File: src/hw/rtl/lbm_pkg.sv
// ----------------------------------------------------------------------------
// lbm_pkg
// Shared constants, types and direction maps of the D2Q9 collision block.
// ----------------------------------------------------------------------------
package lbm_pkg;

  localparam int DEF_VALUE_WIDTH    = 32;
  localparam int DEF_FRAC_BITS      = 28;
  localparam int DEF_NUM_COMPONENTS = 2;

  localparam int OMEGA_W     = 30;
  localparam int DIR_W       = 4;
  localparam int NODE_W      = 20;
  localparam int ROW_W       = 11;
  localparam int COUNT_W     = 21;
  localparam int CFG_INDEX_W = 3;
  localparam int CFG_DATA_W  = 30;
  localparam int QUEUE_DEPTH = 4;

  localparam logic [OMEGA_W-1:0] OMEGA_RESET      = 30'd268435456;
  localparam logic [ROW_W-1:0]   ROW_WIDTH_RESET  = 11'd64;
  localparam logic [COUNT_W-1:0] NODE_COUNT_RESET = 21'd4096;

  localparam logic [DIR_W-1:0] DIR_REST = 4'd0;
  localparam logic [DIR_W-1:0] DIR_MAX  = 4'd8;

  typedef enum logic [CFG_INDEX_W-1:0] {
    CFG_OMEGA0     = 3'd0,
    CFG_OMEGA1     = 3'd1,
    CFG_ROW_WIDTH  = 3'd2,
    CFG_NODE_COUNT = 3'd3,
    CFG_SLIP_NORTH = 3'd4
  } cfg_reg_e;

  // What the back end has to do with one classified item.
  typedef struct packed {
    logic             relax;
    logic             wr_en;
    logic [DIR_W-1:0] dir;
  } ctrl_t;

  typedef struct packed {
    logic valid;
  } front_stat_t;

  typedef struct packed {
    logic full;
    logic empty;
  } queue_stat_t;

  function automatic logic [DIR_W-1:0] bounce_dir(input logic [DIR_W-1:0] d);
    logic [DIR_W-1:0] r;
    case (d)
      4'd1:    r = 4'd3;
      4'd2:    r = 4'd4;
      4'd3:    r = 4'd1;
      4'd4:    r = 4'd2;
      4'd5:    r = 4'd7;
      4'd6:    r = 4'd8;
      4'd7:    r = 4'd5;
      4'd8:    r = 4'd6;
      default: r = 4'd0;
    endcase
    return r;
  endfunction

  function automatic logic [DIR_W-1:0] mirror_dir(input logic [DIR_W-1:0] d);
    logic [DIR_W-1:0] r;
    case (d)
      4'd1:    r = 4'd1;
      4'd2:    r = 4'd4;
      4'd3:    r = 4'd3;
      4'd4:    r = 4'd2;
      4'd5:    r = 4'd8;
      4'd6:    r = 4'd7;
      4'd7:    r = 4'd6;
      4'd8:    r = 4'd5;
      default: r = 4'd0;
    endcase
    return r;
  endfunction

endpackage

File: src/hw/rtl/lbm_front.sv
// ----------------------------------------------------------------------------
// lbm_front
// Accepts items, classifies them (relax, bounce back, slip or no write) and
// forms the operand magnitude for the multiplier.
// ----------------------------------------------------------------------------
module lbm_front #(
  parameter int VALUE_WIDTH    = lbm_pkg::DEF_VALUE_WIDTH,
  parameter int NUM_COMPONENTS = lbm_pkg::DEF_NUM_COMPONENTS,
  parameter int IN_TW          = 88,
  parameter int MAG_W          = 33,
  parameter int DATA_W         = 1 + lbm_pkg::OMEGA_W + 33 + 32
) (
  input  logic                            clk_i,
  input  logic                            rst_ni,
  input  logic                            in_valid_i,
  output logic                            in_ready_o,
  input  logic [IN_TW-1:0]                in_data_i,
  input  logic [1:0]                      in_user_i,
  input  logic [lbm_pkg::OMEGA_W-1:0]     omega0_i,
  input  logic [lbm_pkg::OMEGA_W-1:0]     omega1_i,
  input  logic [lbm_pkg::ROW_W-1:0]       row_width_i,
  input  logic [lbm_pkg::COUNT_W-1:0]     node_count_i,
  input  logic                            slip_north_i,
  output logic                            push_valid_o,
  input  logic                            push_ready_i,
  output lbm_pkg::ctrl_t                  push_ctrl_o,
  output logic [DATA_W-1:0]               push_data_o,
  output lbm_pkg::front_stat_t            stat_o
);

  localparam int VW = VALUE_WIDTH;
  localparam int DIR_LSB = lbm_pkg::NODE_W;
  localparam int PRE_LSB = lbm_pkg::NODE_W + lbm_pkg::DIR_W;
  localparam int EQ_LSB  = PRE_LSB + VW;

  logic                          valid_q;
  lbm_pkg::ctrl_t                ctrl_q, ctrl_d;
  logic [DATA_W-1:0]             data_q, data_d;

  logic [lbm_pkg::NODE_W-1:0]    node;
  logic [lbm_pkg::DIR_W-1:0]     dir;
  logic [VW-1:0]                 pre, eq;
  logic                          comp, solid;
  logic [lbm_pkg::COUNT_W-1:0]   row_ext, thr;
  logic                          top;
  logic [VW:0]                   diff, absd;
  logic                          neg;
  logic [lbm_pkg::OMEGA_W-1:0]   omega;
  logic                          accept;

  assign node  = in_data_i[lbm_pkg::NODE_W-1:0];
  assign dir   = in_data_i[DIR_LSB +: lbm_pkg::DIR_W];
  assign pre   = in_data_i[PRE_LSB +: VW];
  assign eq    = in_data_i[EQ_LSB +: VW];
  assign comp  = in_user_i[0];
  assign solid = in_user_i[1];

  // Top row when the index reaches node_count - row_width, floored at zero.
  assign row_ext = lbm_pkg::COUNT_W'(row_width_i);
  assign thr     = (node_count_i > row_ext) ? node_count_i - row_ext : '0;
  assign top     = lbm_pkg::COUNT_W'(node) >= thr;

  assign diff = {pre[VW-1], pre} - {eq[VW-1], eq};
  assign neg  = diff[VW];
  assign absd = neg ? -diff : diff;

  assign omega = (NUM_COMPONENTS > 1 && comp) ? omega1_i : omega0_i;

  always_comb begin
    ctrl_d.relax = 1'b0;
    ctrl_d.wr_en = 1'b0;
    ctrl_d.dir   = dir;
    if (dir <= lbm_pkg::DIR_MAX) begin
      if (!solid) begin
        ctrl_d.relax = 1'b1;
        ctrl_d.wr_en = 1'b1;
      end else if (dir != lbm_pkg::DIR_REST) begin
        ctrl_d.dir   = (slip_north_i && top) ? lbm_pkg::mirror_dir(dir)
                                             : lbm_pkg::bounce_dir(dir);
        ctrl_d.wr_en = 1'b1;
      end
    end
    data_d = {neg, omega, absd[MAG_W-1:0], pre};
  end

  assign in_ready_o = !valid_q || push_ready_i;
  assign accept     = in_valid_i && in_ready_o;

  always_ff @(posedge clk_i or negedge rst_ni) begin
    if (!rst_ni) begin
      valid_q <= 1'b0;
    end else if (accept) begin
      valid_q <= 1'b1;
    end else if (push_ready_i) begin
      valid_q <= 1'b0;
    end
  end

  always_ff @(posedge clk_i) begin
    if (accept) begin
      ctrl_q <= ctrl_d;
      data_q <= data_d;
    end
  end

  assign push_valid_o = valid_q;
  assign push_ctrl_o  = ctrl_q;
  assign push_data_o  = data_q;
  assign stat_o.valid = valid_q;

endmodule

File: src/hw/rtl/lbm_queue.sv
// ----------------------------------------------------------------------------
// lbm_queue
// Short first-in first-out queue between the classifier and the arithmetic.
// ----------------------------------------------------------------------------
module lbm_queue #(
  parameter int DATA_W = 96
) (
  input  logic                  clk_i,
  input  logic                  rst_ni,
  input  logic                  push_valid_i,
  output logic                  push_ready_o,
  input  lbm_pkg::ctrl_t        push_ctrl_i,
  input  logic [DATA_W-1:0]     push_data_i,
  output logic                  pop_valid_o,
  input  logic                  pop_ready_i,
  output lbm_pkg::ctrl_t        pop_ctrl_o,
  output logic [DATA_W-1:0]     pop_data_o,
  output lbm_pkg::queue_stat_t  stat_o
);

  localparam int DEPTH = lbm_pkg::QUEUE_DEPTH;
  localparam int PTR_W = $clog2(DEPTH);
  localparam int CNT_W = $clog2(DEPTH + 1);

  lbm_pkg::ctrl_t     ctrl_mem [DEPTH];
  logic [DATA_W-1:0]  data_mem [DEPTH];
  logic [PTR_W-1:0]   wr_ptr_q, rd_ptr_q;
  logic [CNT_W-1:0]   count_q;
  logic               full, empty, push, pop;

  assign full  = count_q == CNT_W'(DEPTH);
  assign empty = count_q == '0;
  assign push  = push_valid_i && !full;
  assign pop   = pop_ready_i && !empty;

  always_ff @(posedge clk_i or negedge rst_ni) begin
    if (!rst_ni) begin
      wr_ptr_q <= '0;
      rd_ptr_q <= '0;
      count_q  <= '0;
    end else begin
      if (push) begin
        wr_ptr_q <= (wr_ptr_q == PTR_W'(DEPTH - 1)) ? '0 : wr_ptr_q + 1'b1;
      end
      if (pop) begin
        rd_ptr_q <= (rd_ptr_q == PTR_W'(DEPTH - 1)) ? '0 : rd_ptr_q + 1'b1;
      end
      if (push && !pop) begin
        count_q <= count_q + 1'b1;
      end else if (pop && !push) begin
        count_q <= count_q - 1'b1;
      end
    end
  end

  always_ff @(posedge clk_i) begin
    if (push) begin
      ctrl_mem[wr_ptr_q] <= push_ctrl_i;
      data_mem[wr_ptr_q] <= push_data_i;
    end
  end

  assign push_ready_o = !full;
  assign pop_valid_o  = !empty;
  assign pop_ctrl_o   = ctrl_mem[rd_ptr_q];
  assign pop_data_o   = data_mem[rd_ptr_q];
  assign stat_o.full  = full;
  assign stat_o.empty = empty;

endmodule

File: src/hw/rtl/lbm_back.sv
// ----------------------------------------------------------------------------
// lbm_back
// Relaxation pipeline: split multiply, rounding, subtract and clamp, and the
// output register that holds a result until it is taken.
// ----------------------------------------------------------------------------
module lbm_back #(
  parameter int VALUE_WIDTH = lbm_pkg::DEF_VALUE_WIDTH,
  parameter int FRAC_BITS   = lbm_pkg::DEF_FRAC_BITS,
  parameter int MAG_W       = 33,
  parameter int DATA_W      = 1 + lbm_pkg::OMEGA_W + 33 + 32,
  parameter int OUT_TW      = 40
) (
  input  logic                  clk_i,
  input  logic                  rst_ni,
  input  logic                  pop_valid_i,
  output logic                  pop_ready_o,
  input  lbm_pkg::ctrl_t        pop_ctrl_i,
  input  logic [DATA_W-1:0]     pop_data_i,
  output logic                  out_valid_o,
  input  logic                  out_ready_i,
  output logic [OUT_TW-1:0]     out_data_o,
  output logic [1:0]            out_user_o
);

  localparam int VW     = VALUE_WIDTH;
  localparam int OW     = lbm_pkg::OMEGA_W;
  localparam int LO_W   = MAG_W / 2;
  localparam int HI_W   = MAG_W - LO_W;
  localparam int PROD_W = MAG_W + OW;
  localparam int SUM_W  = PROD_W + 1;
  localparam int RES_W  = SUM_W + 2;
  localparam logic [SUM_W-1:0] HALF = {{(SUM_W-1){1'b0}}, 1'b1} << (FRAC_BITS - 1);
  localparam logic signed [RES_W-1:0] MAX_V = {{(RES_W-VW+1){1'b0}}, {(VW-1){1'b1}}};
  localparam logic signed [RES_W-1:0] MIN_V = {{(RES_W-VW+1){1'b1}}, {(VW-1){1'b0}}};

  logic                 en;

  // Operand fields of a queued item.
  logic [VW-1:0]        in_pre;
  logic [MAG_W-1:0]     in_mag;
  logic [OW-1:0]        in_omega;
  logic                 in_neg;

  // Multiply stage.
  logic                 a_valid_q;
  lbm_pkg::ctrl_t       a_ctrl_q;
  logic                 a_neg_q;
  logic [VW-1:0]        a_pre_q;
  logic [LO_W+OW-1:0]   a_pp_lo_q;
  logic [HI_W+OW-1:0]   a_pp_hi_q;

  // Rounding stage.
  logic                 b_valid_q;
  lbm_pkg::ctrl_t       b_ctrl_q;
  logic                 b_neg_q;
  logic [VW-1:0]        b_pre_q;
  logic [SUM_W-1:0]     b_quot_q;
  logic [SUM_W-1:0]     sum;

  // Output register.
  logic                 o_valid_q;
  logic [OUT_TW-1:0]    o_data_q;
  logic [1:0]           o_user_q;

  logic signed [RES_W-1:0] pre_x, quot_x, res;
  logic                    over, under, sat;
  logic [VW-1:0]           value;

  assign in_pre   = pop_data_i[VW-1:0];
  assign in_mag   = pop_data_i[VW +: MAG_W];
  assign in_omega = pop_data_i[VW+MAG_W +: OW];
  assign in_neg   = pop_data_i[VW+MAG_W+OW];

  // The whole pipeline moves whenever the output slot is free or being taken.
  assign en          = !o_valid_q || out_ready_i;
  assign pop_ready_o = en;

  assign sum = SUM_W'({a_pp_hi_q, {LO_W{1'b0}}}) + SUM_W'(a_pp_lo_q) + HALF;

  assign pre_x  = $signed({{(RES_W-VW){b_pre_q[VW-1]}}, b_pre_q});
  assign quot_x = $signed({2'b00, b_quot_q});
  assign res    = b_neg_q ? pre_x + quot_x : pre_x - quot_x;
  assign over   = res > MAX_V;
  assign under  = res < MIN_V;

  always_comb begin
    sat   = 1'b0;
    value = b_pre_q;
    if (b_ctrl_q.relax) begin
      sat = over || under;
      if (over) begin
        value = MAX_V[VW-1:0];
      end else if (under) begin
        value = MIN_V[VW-1:0];
      end else begin
        value = res[VW-1:0];
      end
    end
  end

  always_ff @(posedge clk_i or negedge rst_ni) begin
    if (!rst_ni) begin
      a_valid_q <= 1'b0;
      b_valid_q <= 1'b0;
      o_valid_q <= 1'b0;
    end else if (en) begin
      a_valid_q <= pop_valid_i;
      b_valid_q <= a_valid_q;
      o_valid_q <= b_valid_q;
    end
  end

  always_ff @(posedge clk_i) begin
    if (en) begin
      a_ctrl_q  <= pop_ctrl_i;
      a_neg_q   <= in_neg;
      a_pre_q   <= in_pre;
      a_pp_lo_q <= in_mag[LO_W-1:0] * in_omega;
      a_pp_hi_q <= in_mag[MAG_W-1:LO_W] * in_omega;

      b_ctrl_q  <= a_ctrl_q;
      b_neg_q   <= a_neg_q;
      b_pre_q   <= a_pre_q;
      b_quot_q  <= sum >> FRAC_BITS;

      o_data_q  <= OUT_TW'({value, b_ctrl_q.dir});
      o_user_q  <= {sat, b_ctrl_q.wr_en};
    end
  end

  assign out_valid_o = o_valid_q;
  assign out_data_o  = o_data_q;
  assign out_user_o  = o_user_q;

endmodule

File: src/hw/rtl/lbm_d2q9_collide_bounce_back.sv
// ----------------------------------------------------------------------------
// lbm_d2q9_collide_bounce_back
// D2Q9 BGK collision with bounce-back and north slip, one element per item.
// ----------------------------------------------------------------------------
// An accepted item passes the front register, the queue, the two-stage
// multiply and round pipeline and the output register. Throughput: one item
// per cycle when the output is not stalled. The queue holds four items.
// Reset clears all valid bits and queue pointers and loads the register
// defaults; no clearing pass follows, an item may be taken in the next cycle.
module lbm_d2q9_collide_bounce_back #(
  parameter int VALUE_WIDTH    = lbm_pkg::DEF_VALUE_WIDTH,
  parameter int FRAC_BITS      = lbm_pkg::DEF_FRAC_BITS,
  parameter int NUM_COMPONENTS = lbm_pkg::DEF_NUM_COMPONENTS,
  localparam int IN_TW  = ((lbm_pkg::NODE_W + lbm_pkg::DIR_W + 2 * VALUE_WIDTH + 7) / 8) * 8,
  localparam int OUT_TW = ((lbm_pkg::DIR_W + VALUE_WIDTH + 7) / 8) * 8
) (
  input  logic                            clk_i,
  input  logic                            rst_ni,
  input  logic                            s_axis_tvalid,
  output logic                            s_axis_tready,
  // node_index, direction, pre_value, eq_value, zero fill
  input  logic [IN_TW-1:0]                s_axis_tdata,
  // component, solid
  input  logic [1:0]                      s_axis_tuser,
  output logic                            m_axis_tvalid,
  input  logic                            m_axis_tready,
  // out_direction, out_value, zero fill
  output logic [OUT_TW-1:0]               m_axis_tdata,
  // write_enable, saturated
  output logic [1:0]                      m_axis_tuser,
  input  logic                            cfg_we_i,
  input  logic [lbm_pkg::CFG_INDEX_W-1:0] cfg_index_i,
  input  logic [lbm_pkg::CFG_DATA_W-1:0]  cfg_data_i
);

  localparam int MAG_W  = (VALUE_WIDTH + 1 > 64) ? 64 : VALUE_WIDTH + 1;
  localparam int DATA_W = 1 + lbm_pkg::OMEGA_W + MAG_W + VALUE_WIDTH;

  logic [lbm_pkg::OMEGA_W-1:0] omega0_q, omega1_q;
  logic [lbm_pkg::ROW_W-1:0]   row_width_q;
  logic [lbm_pkg::COUNT_W-1:0] node_count_q;
  logic                        slip_north_q;

  logic                  push_valid, push_ready, pop_valid, pop_ready;
  lbm_pkg::ctrl_t        push_ctrl, pop_ctrl;
  logic [DATA_W-1:0]     push_data, pop_data;
  lbm_pkg::front_stat_t  front_stat;
  lbm_pkg::queue_stat_t  queue_stat;

  always_ff @(posedge clk_i or negedge rst_ni) begin
    if (!rst_ni) begin
      omega0_q     <= lbm_pkg::OMEGA_RESET;
      omega1_q     <= lbm_pkg::OMEGA_RESET;
      row_width_q  <= lbm_pkg::ROW_WIDTH_RESET;
      node_count_q <= lbm_pkg::NODE_COUNT_RESET;
      slip_north_q <= 1'b0;
    end else if (cfg_we_i) begin
      unique case (lbm_pkg::cfg_reg_e'(cfg_index_i))
        lbm_pkg::CFG_OMEGA0:     omega0_q     <= cfg_data_i;
        lbm_pkg::CFG_OMEGA1:     omega1_q     <= cfg_data_i;
        lbm_pkg::CFG_ROW_WIDTH:  row_width_q  <= cfg_data_i[lbm_pkg::ROW_W-1:0];
        lbm_pkg::CFG_NODE_COUNT: node_count_q <= cfg_data_i[lbm_pkg::COUNT_W-1:0];
        lbm_pkg::CFG_SLIP_NORTH: slip_north_q <= cfg_data_i[0];
        default: ;
      endcase
    end
  end

  lbm_front #(
    .VALUE_WIDTH    (VALUE_WIDTH),
    .NUM_COMPONENTS (NUM_COMPONENTS),
    .IN_TW          (IN_TW),
    .MAG_W          (MAG_W),
    .DATA_W         (DATA_W)
  ) u_front (
    .clk_i        (clk_i),
    .rst_ni       (rst_ni),
    .in_valid_i   (s_axis_tvalid),
    .in_ready_o   (s_axis_tready),
    .in_data_i    (s_axis_tdata),
    .in_user_i    (s_axis_tuser),
    .omega0_i     (omega0_q),
    .omega1_i     (omega1_q),
    .row_width_i  (row_width_q),
    .node_count_i (node_count_q),
    .slip_north_i (slip_north_q),
    .push_valid_o (push_valid),
    .push_ready_i (push_ready),
    .push_ctrl_o  (push_ctrl),
    .push_data_o  (push_data),
    .stat_o       (front_stat)
  );

  lbm_queue #(
    .DATA_W (DATA_W)
  ) u_queue (
    .clk_i        (clk_i),
    .rst_ni       (rst_ni),
    .push_valid_i (push_valid),
    .push_ready_o (push_ready),
    .push_ctrl_i  (push_ctrl),
    .push_data_i  (push_data),
    .pop_valid_o  (pop_valid),
    .pop_ready_i  (pop_ready),
    .pop_ctrl_o   (pop_ctrl),
    .pop_data_o   (pop_data),
    .stat_o       (queue_stat)
  );

  lbm_back #(
    .VALUE_WIDTH (VALUE_WIDTH),
    .FRAC_BITS   (FRAC_BITS),
    .MAG_W       (MAG_W),
    .DATA_W      (DATA_W),
    .OUT_TW      (OUT_TW)
  ) u_back (
    .clk_i       (clk_i),
    .rst_ni      (rst_ni),
    .pop_valid_i (pop_valid),
    .pop_ready_o (pop_ready),
    .pop_ctrl_i  (pop_ctrl),
    .pop_data_i  (pop_data),
    .out_valid_o (m_axis_tvalid),
    .out_ready_i (m_axis_tready),
    .out_data_o  (m_axis_tdata),
    .out_user_o  (m_axis_tuser)
  );

`ifndef NO_ASSERTIONS
  // An accepted item always lands in the front register.
  a_accept_captured: assert property (@(posedge clk_i) disable iff (!rst_ni)
    s_axis_tvalid && s_axis_tready |=> front_stat.valid)
    else $error("accepted item not held in front register");

  // The input only stalls when the front is occupied and the queue is full.
  a_stall_cause: assert property (@(posedge clk_i) disable iff (!rst_ni)
    !s_axis_tready |-> front_stat.valid && queue_stat.full)
    else $error("input stalled without a full queue");

  a_queue_flags: assert property (@(posedge clk_i) disable iff (!rst_ni)
    queue_stat.full |-> !queue_stat.empty)
    else $error("queue reports full and empty at once");

  // Clamping only happens on relaxed items, which are always written.
  a_sat_written: assert property (@(posedge clk_i) disable iff (!rst_ni)
    m_axis_tvalid && m_axis_tuser[1] |-> m_axis_tuser[0])
    else $error("saturated result without write enable");
`endif

endmodule
File: config.mk
export PLATFORM = sky130hd
export DESIGN_NAME = lbm_d2q9_collide_bounce_back
export DESIGN_NICKNAME = d
export VERILOG_FILES = /design/src/hw/rtl/lbm_pkg.sv /design/src/hw/rtl/lbm_front.sv /design/src/hw/rtl/lbm_queue.sv /design/src/hw/rtl/lbm_back.sv /design/src/hw/rtl/lbm_d2q9_collide_bounce_back.sv
export SDC_FILE = /design/constraint.sdc
export NUM_CORES = 2
export LEC_CHECK = 0
export ABC_AREA = 0
export ABC_CLOCK_PERIOD_IN_PS = 8800
export BUFFER_PORTS_ARGS = -buffer_cell sky130_fd_sc_hd__buf_2
export CAP_MARGIN = 0
export CORE_MARGIN = 1.5
export CORE_UTILIZATION = 55
export CTS_CLUSTER_DIAMETER = 200
export DETAILED_ROUTE_END_ITERATION = 6
export PLACE_DENSITY = 0.72
export SLEW_MARGIN = 20
export SYNTH_ARGS = -nofsm -noshare
export SYNTH_HDL_FRONTEND = slang
export SYNTH_HIERARCHICAL = 1
export SYNTH_SLANG_ARGS = --single-unit
File: constraint.sdc
create_clock -name clk_i -period 8.8 [get_ports clk_i]
set_input_delay 0.44 -clock clk_i [delete_from_list [all_inputs] [get_ports clk_i]]
set_output_delay 0.44 -clock clk_i [all_outputs]
set_load 0.01 [all_outputs]
==> metrics.txt <==
status=finished, final reports clean; Pins Over Slew Limit=0; synthesis-to-finish area growth=8.794%; DIE AREA=129100 µm²; Worst setup EP type=flop; Total Wirelength=169.0 mm; CP max stage delay=0.72 ns; Critical R2R Capture=u_back/a_pp_lo_q[30]; clk_lat worst skew=0.70 ns; Tmin final=8.489 ns; Reg2Reg Setup Slack=0.31 ns; routed via count=45630; total CTS buffers=89; CTS tree=built; die height=359.4 µm; CP max FO=19; cells after synthesis=6176; WHS Path Cells=2; most frequent cells in the layout=inv_1 (1038), fa_1 (812), nand2_1 (754); maximum number of pins on one net before global-route repair=67; initial antenna violation count=4; GRT overflow=0; Worst Hold End=omega0_q[16]; vias per cell=5.676; H-Tree Depth=3; Layout Skew=0.04662 ns; Routability Congestion=0.9671; first-iteration detailed-routing DRC count=3791; CP dominant cell by count=fa_1; hpwl dp=127.0 mm; hold_sp=cfg_data_i[16]; RSZ-0062 raised after global routing=no; Initial Utilization=55.55%; slew margin rel.=30.72%; share of post-route cells with drive strength above 1=11.49%; crit-path cells=buf_12, buf_4, mux4_2, buf_4, and2_1, fa_1, fa_1, fa_1, fa_1, fa_1, inv_1, fa_1, inv_1, ha_1, and2_1, a211oi_1, a21oi_1, o31ai_1, a21oi_1, a31oi_1, nor2b_1, o21a_1, nor2_1; die width=359.4 µm; setup_tns=0 ns; worst reg-to-reg path cell count=23; critical path startpoint category=flop; Clock Sinks=843; Root Driver=clkbuf_16; most common cell after layout, fill and taps aside=inv_1; first-pass GRT wire length=266.8 mm; final worst-path cycle share=96.47%; I/O Buffers=167; worst flop-to-flop path startpoint=u_queue/rd_ptr_q[0]; Required @ worst endpoint=9.20 ns; DRC viols=0; FP Rows=130; antenna-violating nets left=0; CP Class=reg -> reg; GRT Util Overall=26.37%; Arr. time, crit path=8.89 ns; Setup Fix Bufs, Post-CTS=0; worst hold path class=in -> reg; count of final setup violators=0; Final Hold Fails=0; Clock Tree Buf Depth=3; fmax=0.1178 GHz; Netlist Area Pre-Place=69840 µm²; Core ar.=125700 µm²; first drt pass iteration count=6; worst slew pin tran=1.035 ns; synth warn=6; vias in the first global route=48170; Ports=172; Max Cap Viol=0; Slowest-stage cell, CP=mux4_2; Reg clk slew, reported paths=0.07 ns; layout net count=7656; synthesized area per cell=11.31 µm²; WL/cell=21.02 µm; fillers=9793
-- flip-flops by register name (all words and copies together) (netlist names), 2 cells and up --
signal               cells
u_queue/wr_ptr_q         2
u_back/a_pp_lo_q        30
u_queue/data_mem       384
u_back/out_data_o       36
node_count_q            21
u_queue/count_q          3
omega1_q                30
omega0_q                30
u_back/a_pre_q          32
u_back/a_pp_hi_q        47
u_back/out_user_o        2
u_back/b_pre_q          32
u_front/push_ctrl_o      6
u_back/b_quot_q         36
u_front/push_data_o     96
u_back/a_ctrl_q          6
u_queue/ctrl_mem        24
row_width_q             11
u_queue/rd_ptr_q         2
u_back/b_ctrl_q          6
-- routing by layer --
layer | vias up | wire length [µm] | GRT usage (%)
met1 | 22980 | 70600 | 36.27
met4 | 0 | 4531 | 7.368
met5 | - | 0 | 0
li1 | 20540 | - | -
met3 | 286 | 14630 | 5.314
met2 | 1830 | 79200 | 42.73
-- final cells by class --
class,instances,area [µm²],area share [%]
Clock buffer,111,2340,3.079
Sequential cell,843,24810,32.65
Timing Repair Buffer,321,2152,2.832
Tap cell,1650,2064,2.717
Clock inverter,53,812.0,1.069
Inverter,1038,3896,5.128
Multi-Input combinational cell,4021,39910,52.52
Antenna cell,2,5.005,0.006586
-- stage by stage --
stage / hold slack (ns) / std cells / util, % / setup WS, ns / area, µm²
floorplan: 0.1444 / 6179 / - / 0.7373 / 69860
global placement: 0.4018 / 7826 / 57.53 / 0.3432 / 72340
detailed placement: 0.4045 / 7826 / 57.53 / 0.2759 / 72340
CTS: 0.01397 / 8035 / 60.40 / 0.2956 / 75940
global route: 0.02055 / 8037 / 60.43 / 0.02614 / 75980
finish: 0.04329 / 8039 / 60.43 / 0.3106 / 75990
-- worst max-delay path: cells and delay by family, from the launching register on --
kind | cells | cell delay (ns)
multiplexers | 1 | 0.72
AND/OR/NAND/NOR | 4 | 0.91
flip-flops | 1 | 0.54
adder cells (fa/ha/maj) | 7 | 3.44
AO/OA/AOI/OAI | 6 | 1.79
buffers and inverters | 5 | 0.79
-- timing repair --
| action | in CTS | in global routing |
|---|---|---|
| setup endpoints to repair | 0 | 3 |
| resized for setup | 0 | 1 |
| hold buffers | 45 | 0 |
| hold endpoints to repair | 114 | 0 |
-- worst max path at each step --
stage	start	to	cells after the start
detailed placement	u_queue/rd_ptr_q[0]	u_back/a_pp_hi_q[44]	25
finish	u_queue/rd_ptr_q[0]	u_back/a_pp_lo_q[30]	23
CTS	u_queue/rd_ptr_q[0]	u_back/a_pp_hi_q[44]	25
global placement	u_queue/rd_ptr_q[0]	u_back/a_pp_hi_q[46]	25
floorplan	m_axis_tready	u_queue/count_q[1]	6
global route	u_queue/rd_ptr_q[0]	u_back/a_pp_lo_q[30]	23
Power is left out: the tool's default activity adds up to more than one toggle a clock period on the data nets, which glitch-free logic cannot reach.
